File: config.mk
export PLATFORM = sky130hd
export DESIGN_NAME = ack_retransmit_table
export DESIGN_NICKNAME = d
export VERILOG_FILES = /design/src/rtl/art_pkg.sv /design/src/rtl/art_front.sv /design/src/rtl/art_back.sv /design/src/rtl/ack_retransmit_table.sv
export SDC_FILE = /design/constraint.sdc
export NUM_CORES = 1
export LEC_CHECK = 0
export BUFFER_PORTS_ARGS = -buffer_cell sky130_fd_sc_hd__buf_2
export CORE_MARGIN = 2
export CORE_UTILIZATION = 39
export CTS_BUF_LIST = sky130_fd_sc_hd__clkbuf_4 sky130_fd_sc_hd__clkbuf_8 sky130_fd_sc_hd__clkbuf_16
export CTS_CLUSTER_DIAMETER = 150
export DETAILED_ROUTE_END_ITERATION = 8
export PLACE_DENSITY = 0.62
export SYNTH_ARGS = -nofsm -noshare
export SYNTH_HDL_FRONTEND = slang
export SYNTH_HIERARCHICAL = 1
export SYNTH_SLANG_ARGS = --single-unit
File: constraint.sdc
create_clock -name clk -period 6.28 [get_ports clk]
set_clock_uncertainty 0.05 [all_clocks]
set_input_delay 0.314 -clock clk [delete_from_list [all_inputs] [get_ports clk]]
set_output_delay 0.314 -clock clk [all_outputs]
set_load 0.01 [all_outputs]
File: src/rtl/art_pkg.sv
// ---------------------------------------------------------------------------
// art_pkg
// Shared types, codes and sizes for the ack retransmit table.
// ---------------------------------------------------------------------------
package art_pkg;

    localparam int unsigned LIST_DEPTH_DEF = 16;
    localparam int unsigned CMDQ_DEPTH     = 2;

    typedef enum logic [1:0] {
        OP_INSERT = 2'd0,
        OP_ACK    = 2'd1,
        OP_TICK   = 2'd2,
        OP_NONE   = 2'd3
    } op_t;

    typedef enum logic [2:0] {
        KIND_RESEND    = 3'd0,
        KIND_GAVE_UP   = 3'd1,
        KIND_ACK_MATCH = 3'd2,
        KIND_ACK_MISS  = 3'd3,
        KIND_INSERTED  = 3'd4,
        KIND_FULL      = 3'd5,
        KIND_TICK_DONE = 3'd6
    } kind_t;

    typedef enum logic {
        REG_TIMER_RELOAD  = 1'b0,
        REG_RESEND_BUDGET = 1'b1
    } reg_idx_t;

    typedef enum logic [2:0] {
        ST_IDLE,
        ST_SCAN,
        ST_SHIFT,
        ST_DONE
    } state_t;

    typedef struct packed {
        logic [1:0]  opcode;
        logic [15:0] node_addr;
        logic [6:0]  dimming;
    } in_item_t;

    typedef struct packed {
        logic [2:0]  kind;
        logic [15:0] node_addr_res;
        logic [6:0]  dimming_res;
        logic [4:0]  pending;
        logic        last;
    } out_item_t;

    // front to back command
    typedef struct packed {
        op_t         op;
        logic [15:0] node_addr;
        logic [6:0]  dimming;
    } cmd_t;

endpackage

File: src/rtl/art_front.sv
// ---------------------------------------------------------------------------
// art_front
// Accepts input beats, drops unused opcodes, queues commands for the back end.
// ---------------------------------------------------------------------------
module art_front
    import art_pkg::*;
(
    input  logic     clk,
    input  logic     rst_n,
    input  in_item_t in_item,
    input  logic     push,
    output logic     full,
    output cmd_t     cmd,
    output logic     cmd_valid,
    input  logic     cmd_take
);
    cmd_t       q_reg [CMDQ_DEPTH];
    logic       wp_reg, wp_next, rp_reg, rp_next;
    logic [1:0] cnt_reg, cnt_next;
    logic       wr;

    assign full      = (cnt_reg == 2'(CMDQ_DEPTH));
    assign cmd_valid = (cnt_reg != 2'd0);
    assign cmd       = q_reg[rp_reg];
    assign wr        = push && !full && (op_t'(in_item.opcode) != OP_NONE);

    always_comb
    begin
        wp_next  = wr ? ~wp_reg : wp_reg;
        rp_next  = (cmd_take && cmd_valid) ? ~rp_reg : rp_reg;
        cnt_next = cnt_reg + 2'(wr) - 2'(cmd_take && cmd_valid);
    end

    always_ff @(posedge clk or negedge rst_n)
    begin
        if (!rst_n)
        begin
            wp_reg  <= 1'b0;
            rp_reg  <= 1'b0;
            cnt_reg <= 2'd0;
        end
        else
        begin
            wp_reg  <= wp_next;
            rp_reg  <= rp_next;
            cnt_reg <= cnt_next;
        end
    end

    always_ff @(posedge clk)
    begin
        if (wr)
        begin
            q_reg[wp_reg] <= '{op: op_t'(in_item.opcode), node_addr: in_item.node_addr,
                               dimming: in_item.dimming};
        end
    end
endmodule

File: src/rtl/art_back.sv
// ---------------------------------------------------------------------------
// art_back
// Entry list and sequencer: insert, ack search, tick sweep; one entry a cycle, may stall.
// ---------------------------------------------------------------------------
module art_back
    import art_pkg::*;
#(
    parameter int unsigned LIST_DEPTH = LIST_DEPTH_DEF
)
(
    input  logic      clk,
    input  logic      rst_n,
    input  logic      cfg_we,
    input  logic      cfg_index,
    input  logic [7:0] cfg_data,
    input  cmd_t      cmd,
    input  logic      cmd_valid,
    output logic      cmd_take,
    output out_item_t res,
    output logic      empty,
    input  logic      pop
);
    localparam int unsigned IW = $clog2(LIST_DEPTH);
    localparam int unsigned CW = $clog2(LIST_DEPTH + 1);

    logic [15:0] dev_reg [LIST_DEPTH];
    logic [6:0]  dim_reg [LIST_DEPTH];
    logic [7:0]  tmr_reg [LIST_DEPTH];
    logic [3:0]  bud_reg [LIST_DEPTH];

    logic [7:0]  reload_reg;
    logic [3:0]  budget_reg;
    logic [CW-1:0] count_reg, count_next;
    logic [CW-1:0] idx_reg, idx_next;
    state_t      state_reg, state_next;
    cmd_t        cur_reg, cur_next;
    logic        done_reg, done_next;   // after SHIFT, go to DONE (ack) or SCAN (tick)

    out_item_t   res_reg, res_next;
    logic        full_reg, full_next;

    logic [IW-1:0] ix, ixp;
    logic          wr_ins, wr_upd, wr_shift;
    logic          emit;

    assign ix    = idx_reg[IW-1:0];
    assign ixp   = IW'(idx_reg + CW'(1));
    assign empty = !full_reg;
    assign res   = res_reg;

    function automatic logic [4:0] cnt5(input logic [CW-1:0] c);
        return 5'(c);
    endfunction

    always_comb
    begin
        state_next = state_reg;
        idx_next   = idx_reg;
        count_next = count_reg;
        cur_next   = cur_reg;
        done_next  = done_reg;
        res_next   = res_reg;
        full_next  = full_reg;
        cmd_take   = 1'b0;
        wr_ins     = 1'b0;
        wr_upd     = 1'b0;
        wr_shift   = 1'b0;
        emit       = 1'b0;
        if (pop && full_reg)
            full_next = 1'b0;
        case (state_reg)
            ST_IDLE:
            begin
                if (cmd_valid)
                begin
                    cmd_take   = 1'b1;
                    cur_next   = cmd;
                    idx_next   = '0;
                    state_next = ST_SCAN;
                    if (cmd.op == OP_INSERT)
                        state_next = ST_DONE;
                end
            end
            ST_SCAN:
            begin
                if (idx_reg >= count_reg)
                    state_next = ST_DONE;
                else if (cur_reg.op == OP_ACK)
                begin
                    if (dev_reg[ix] == cur_reg.node_addr && dim_reg[ix] == cur_reg.dimming)
                    begin
                        done_next  = 1'b1;
                        state_next = ST_SHIFT;
                    end
                    else
                        idx_next = idx_reg + CW'(1);
                end
                else if (!full_next)
                begin
                    if (bud_reg[ix] == 4'd0)
                    begin
                        emit      = 1'b1;
                        res_next  = '{kind: KIND_GAVE_UP, node_addr_res: dev_reg[ix],
                                      dimming_res: dim_reg[ix],
                                      pending: cnt5(count_reg - CW'(1)), last: 1'b0};
                        done_next  = 1'b0;
                        state_next = ST_SHIFT;
                    end
                    else
                    begin
                        wr_upd = 1'b1;
                        if (tmr_reg[ix] == 8'd0)
                        begin
                            emit     = 1'b1;
                            res_next = '{kind: KIND_RESEND, node_addr_res: dev_reg[ix],
                                         dimming_res: dim_reg[ix],
                                         pending: cnt5(count_reg), last: 1'b0};
                        end
                        idx_next = idx_reg + CW'(1);
                    end
                end
            end
            ST_SHIFT:
            begin
                // move entry idx+1 down into idx until end of list
                if (idx_reg + CW'(1) < count_reg)
                begin
                    wr_shift = 1'b1;
                    idx_next = idx_reg + CW'(1);
                end
                else
                begin
                    count_next = count_reg - CW'(1);
                    if (done_reg)
                        state_next = ST_DONE;
                    else
                    begin
                        state_next = ST_SCAN;
                        idx_next   = cur_reg.node_addr[CW-1:0];  // restore scan position
                    end
                end
            end
            ST_DONE:
            begin
                if (!full_next)
                begin
                    emit       = 1'b1;
                    state_next = ST_IDLE;
                    done_next  = 1'b0;
                    case (cur_reg.op)
                        OP_INSERT:
                        begin
                            if (count_reg >= CW'(LIST_DEPTH))
                                res_next = '{kind: KIND_FULL,
                                             node_addr_res: cur_reg.node_addr,
                                             dimming_res: cur_reg.dimming,
                                             pending: cnt5(count_reg), last: 1'b1};
                            else
                            begin
                                wr_ins     = 1'b1;
                                count_next = count_reg + CW'(1);
                                res_next   = '{kind: KIND_INSERTED,
                                               node_addr_res: cur_reg.node_addr,
                                               dimming_res: cur_reg.dimming,
                                               pending: cnt5(count_reg + CW'(1)),
                                               last: 1'b1};
                            end
                        end
                        OP_ACK:
                            res_next = '{kind: done_reg ? KIND_ACK_MATCH : KIND_ACK_MISS,
                                         node_addr_res: cur_reg.node_addr,
                                         dimming_res: cur_reg.dimming,
                                         pending: cnt5(count_reg), last: 1'b1};
                        default:
                            res_next = '{kind: KIND_TICK_DONE, node_addr_res: 16'd0,
                                         dimming_res: 7'd0, pending: cnt5(count_reg),
                                         last: 1'b1};
                    endcase
                end
            end
            default:
                state_next = ST_IDLE;
        endcase
        if (emit)
            full_next = 1'b1;
        // gave-up during tick: remember scan index in the spare address field
        if (state_reg == ST_SCAN && state_next == ST_SHIFT && cur_reg.op == OP_TICK)
            cur_next.node_addr = 16'(idx_reg);
    end

    always_ff @(posedge clk or negedge rst_n)
    begin
        if (!rst_n)
        begin
            state_reg  <= ST_IDLE;
            count_reg  <= '0;
            idx_reg    <= '0;
            done_reg   <= 1'b0;
            full_reg   <= 1'b0;
            reload_reg <= 8'd5;
            budget_reg <= 4'd3;
        end
        else
        begin
            state_reg <= state_next;
            count_reg <= count_next;
            idx_reg   <= idx_next;
            done_reg  <= done_next;
            full_reg  <= full_next;
            if (cfg_we && reg_idx_t'(cfg_index) == REG_TIMER_RELOAD)
                reload_reg <= cfg_data;
            if (cfg_we && reg_idx_t'(cfg_index) == REG_RESEND_BUDGET)
                budget_reg <= cfg_data[3:0];
        end
    end

    always_ff @(posedge clk)
    begin
        cur_reg <= cur_next;
        res_reg <= res_next;
        if (wr_ins)
        begin
            dev_reg[count_reg[IW-1:0]] <= cur_reg.node_addr;
            dim_reg[count_reg[IW-1:0]] <= cur_reg.dimming;
            tmr_reg[count_reg[IW-1:0]] <= reload_reg;
            bud_reg[count_reg[IW-1:0]] <= budget_reg;
        end
        if (wr_upd)
        begin
            if (tmr_reg[ix] == 8'd0)
            begin
                tmr_reg[ix] <= reload_reg;
                bud_reg[ix] <= bud_reg[ix] - 4'd1;
            end
            else
                tmr_reg[ix] <= tmr_reg[ix] - 8'd1;
        end
        if (wr_shift)
        begin
            dev_reg[ix] <= dev_reg[ixp];
            dim_reg[ix] <= dim_reg[ixp];
            tmr_reg[ix] <= tmr_reg[ixp];
            bud_reg[ix] <= bud_reg[ixp];
        end
    end
endmodule

File: src/rtl/ack_retransmit_table.sv
// ---------------------------------------------------------------------------
// ack_retransmit_table
// Retransmission timer table with queue-style input and result ports.
// ---------------------------------------------------------------------------
// An insert is answered without a list walk. An ack search visits one
// entry a cycle whether it hits or misses, and on a hit the newer entries
// are moved down one a cycle. A tick walks the list one entry a cycle while
// the result register is free; for each entry that is given up, the newer
// entries are shifted down before the walk resumes. The single result
// register sets the pace when the consumer stalls: the sweep waits until
// the previous beat is popped. A two-deep command queue lets new beats be
// pushed while a sweep runs. Opcode 3 is swallowed with no result.
// Config writes: index 0 reload, index 1 resend budget; write only while idle.
module ack_retransmit_table
    import art_pkg::*;
#(
    parameter int unsigned LIST_DEPTH = LIST_DEPTH_DEF
)
(
    input  logic      clk,
    input  logic      rst_n,
    input  in_item_t  in_item,
    input  logic      push,
    output logic      full,
    output out_item_t out_item,
    output logic      empty,
    input  logic      pop,
    input  logic      cfg_we,
    input  logic      cfg_index,
    input  logic [7:0] cfg_data
);
    cmd_t cmd;
    logic cmd_valid, cmd_take;

    art_front u_front (
        .clk(clk), .rst_n(rst_n), .in_item(in_item), .push(push), .full(full),
        .cmd(cmd), .cmd_valid(cmd_valid), .cmd_take(cmd_take)
    );

    art_back #(.LIST_DEPTH(LIST_DEPTH)) u_back (
        .clk(clk), .rst_n(rst_n), .cfg_we(cfg_we), .cfg_index(cfg_index),
        .cfg_data(cfg_data), .cmd(cmd), .cmd_valid(cmd_valid), .cmd_take(cmd_take),
        .res(out_item), .empty(empty), .pop(pop)
    );
endmodule

==> results_dict.tcl <==
set metrics [dict create \
    main_flop_type_after_synthesis "edfxtp_1" \
    place_hpwl_mm 57.8 \
    gp_congestion 0.889 \
    layout.nets 2306 \
    ys_seq_elements 698 \
    die-height_um 297 \
    globalRoute.busiestLayer "met2" \
    crit_buf_inv 2 \
    asyncSetResetFlopFracSynth_pct 4.44 \
    ys.warnings.count 6 \
    synth_most_common_cell "edfxtp_1" \
    synth_top_family_by_area "multiplexers" \
    setup-tns-final_ns 0 \
    adder_cell_area_share_of_the_yosys_netlist_pct 0.674 \
    clock_tree.buffer_depth 3 \
    number_of_buffers_created_by_cts 71 \
    grt_setup_unrepaired "false" \
    synthesis.area_um2 33400 \
    cts.reportedPaths.clkPinSlew_ns 0.06 \
    floorplan.initialDensity_pct 39.3 \
    vdd.ir_drop.worst_v 0.000541 \
    wl_per_cell_um 27.3 \
    overflow 0 \
    cp-start-kind "flop" \
    area_of_the_die_um2 88000 \
    crit_path_top_delay_cell "dfrtp_4" \
    required_ns 6.58 \
    top_level_ports 73 \
    path_max_fanout 31 \
    first_global_vias 21000 \
    power.density_nw_per_um2 414 \
    critPathCaptureType "flop" \
    fmax_ghz 0.196 \
    synth_area_leader_cell "edfxtp_1" \
    cts-resized-gates 0 \
    finalCriticalPeriod_ns 5.10 \
    detail-route-antenna-nets 0 \
    synth_common_cells "edfxtp_1 (656), nand2_1 (267), mux4_2 (254), mux2i_1 (107), nand3_1 (105)" \
    grt_max_degree 126 \
    status "completed" \
    number_of_hold_buffers_added_after_cts 35 \
    worst_path_dominant_cell_family "simple AND/OR/NAND/NOR gates" \
    slowest_delay_ns 0.82 \
    antenna_cells_inserted 0 \
    vias 20700 \
    groute.layer.met3.usage_pct 4.17 \
    area_growth_syn_to_layout_pct 15.0 \
    crit_path_cell_trace "and2_1 -> nand2_1 -> xnor2_2 -> inv_2 -> ha_1 -> o21a_1 -> o21ai_0 -> and3_1 -> a21oi_1 -> nor2_4 -> buf_4" \
    die_w_um 297 \
    min_period_over_period_pct 81.1 \
    synth_xor_area_share_pct 1.13 \
    synth_compound_gate_area_share_pct 4.64 \
    n_fill_cell 7298 \
    port_buffers 72 \
    hold_viol_final 0 \
    root_buffer "clkbuf_16" \
    synth-edff-count 656 \
    tritoncts_clock_tree "done" \
    clock_network_latency_to_the_later_pin_of_the_worst_skew_pair_ns 0.65 \
    grt_pass1_wl_mm 139 \
    vias_per_cell 6.01 \
    layout.core_utilization_pct 45.2 \
    timing.hold.worst.class "in -> reg" \
    synth.mux.area_fraction_pct 22.2 \
    yosysSeqAreaShare_pct 61.9 \
    core_region_area_um2 85000 \
    rows 107 \
    startpoint "u_back/idx_reg[1]" \
    syn_inst 2098 \
    regToRegStartpoint "u_back/idx_reg[1]" \
    synth_nets 2155 \
    yosys_cell_types 78 \
    htreeDepth 3 \
    detail_route.wirelength_mm 94.1 \
    maxCapViolCount 0 \
    global_route.usage.met2_pct 33.9 \
    clock_tree_sinks 698 \
    syn-mean-instance-area_um2 15.9 \
    synth_top_area_share_pct 58.9 \
    leakage_nw 12.6 \
    worstPathArrival_ns 5.39 \
    drive_above_1_share_pct 28.5 \
    timing.final.setup_violations 0 \
    worst_slew_pin_slew_ns 1.24 \
    maxSlewHeadroom_pct 16.2 \
    route.detailed.drc 0 \
    synthesized_area_fraction_occupied_by_and_or_nand_nor_cells_pct 7.21 \
    largest_register_ffs 256 \
    drt_first_pass_iters 6 \
    timing.hold.worst.start "cfg_we" \
    critical_path_class "reg -> reg" \
    synth.area.top_cells "edfxtp_1 (59%), mux4_2 (17%), mux2i_1 (3.2%), nand2_1 (3.0%), dfrtp_1 (2.0%)" \
    timing_max_transition_violations_final 0 \
    antenna_found_initial 1 \
    post_cts.repair.setup_buffers 0 \
    use_met1_pct 28.7 \
    drtIter0Drc 2290 \
    globalRouteTotalUtil_pct 21.2 \
]
==> per-layer routing <==
metal	vias to the layer above	share of wire, %
li1	8677	-
met1	10700	40
met2	1136	47
met3	216	9.1
met4	0	3.7
met5	-	0
==> tightest hold or removal path, stage by stage <==
cell and delay, ns:
buf_2 0.10, nand2_1 0.14, mux2_2 0.18
==> stage by stage <==
step	hold WS [ns]	area, um^2	power (mW)	setup WS, ns	cells
final	0.0887	38400	15.9	1.18	3450
after global routing	0.106	38400	16.6	0.995	3450
after detailed placement	0.403	35600	11.6	1.09	3285
after global placement	0.387	35600	11.5	1.35	3284
after CTS	0.0700	38400	16.0	1.05	3450
after floorplan	-0.0316	33400	10.2	0.506	2098
==> path summary, 6_finish.rpt <==
kind	end	slack, ns	cells after the start
worst max-delay path	u_back/dev_reg[4][7]	1.18	11
worst min-delay path	u_back/budget_reg[1]	0.09	3
worst max register to register	u_back/dev_reg[4][7]	1.18	11
worst min register to register	u_back/cur_reg[18]	0.45	2
max in group asynchronous	u_back/idx_reg[1]	5.24	2
min in group asynchronous	u_back/reload_reg[4]	0.28	2
==> kinds of logic after synthesis <==
family,count (synthesis)
flip-flops,698
AND/OR/NAND/NOR,536
buffers and inverters,158
other,1
XOR/XNOR,43
multiplexers,409
AO/OA/AOI/OAI,235
adder cells (fa/ha/maj),18
==> layout make-up <==
cell class / instances / area (um^2) / area share, %
Tap cell: 1144 / 1430 / 3.72
Multi-Input combinational cell: 1242 / 12200 / 31.6
Inverter: 20 / 75.1 / 0.195
Sequential cell: 698 / 20700 / 53.9
Clock buffer: 89 / 1930 / 5.02
Timing Repair Buffer: 216 / 1620 / 4.21
Clock inverter: 41 / 507 / 1.32
==> power by group <==
| part | internal, mW | leakage, nW | total [mW] | switching [mW] |
|---|---|---|---|---|
| clock | 2.58 | 1.20 | 4.44 | 1.85 |
| combinational | 2.50 | 4.98 | 5.34 | 2.84 |
| sequential | 5.86 | 6.38 | 6.15 | 0.285 |
| total | 10.9 | 12.6 | 15.9 | 4.98 |
==> cell usage in the layout (no fill, tap or decap), drive strengths merged, types with 17 or more instances in the layout <==
cell type and count:
mux2i 107, inv 19, mux2 48, o21ai 66
a22oi 19, mux4 254, dfrtp 27, edfxtp 656
buf 181, nand2 267, a21oi 49, dlygate4sd3 35
ha 18, nand3 106, a22o 17, clkinv 27
xnor2 30, a221oi 18, nor2 84, clkbuf 89
(Power assumes the default switching activity.)
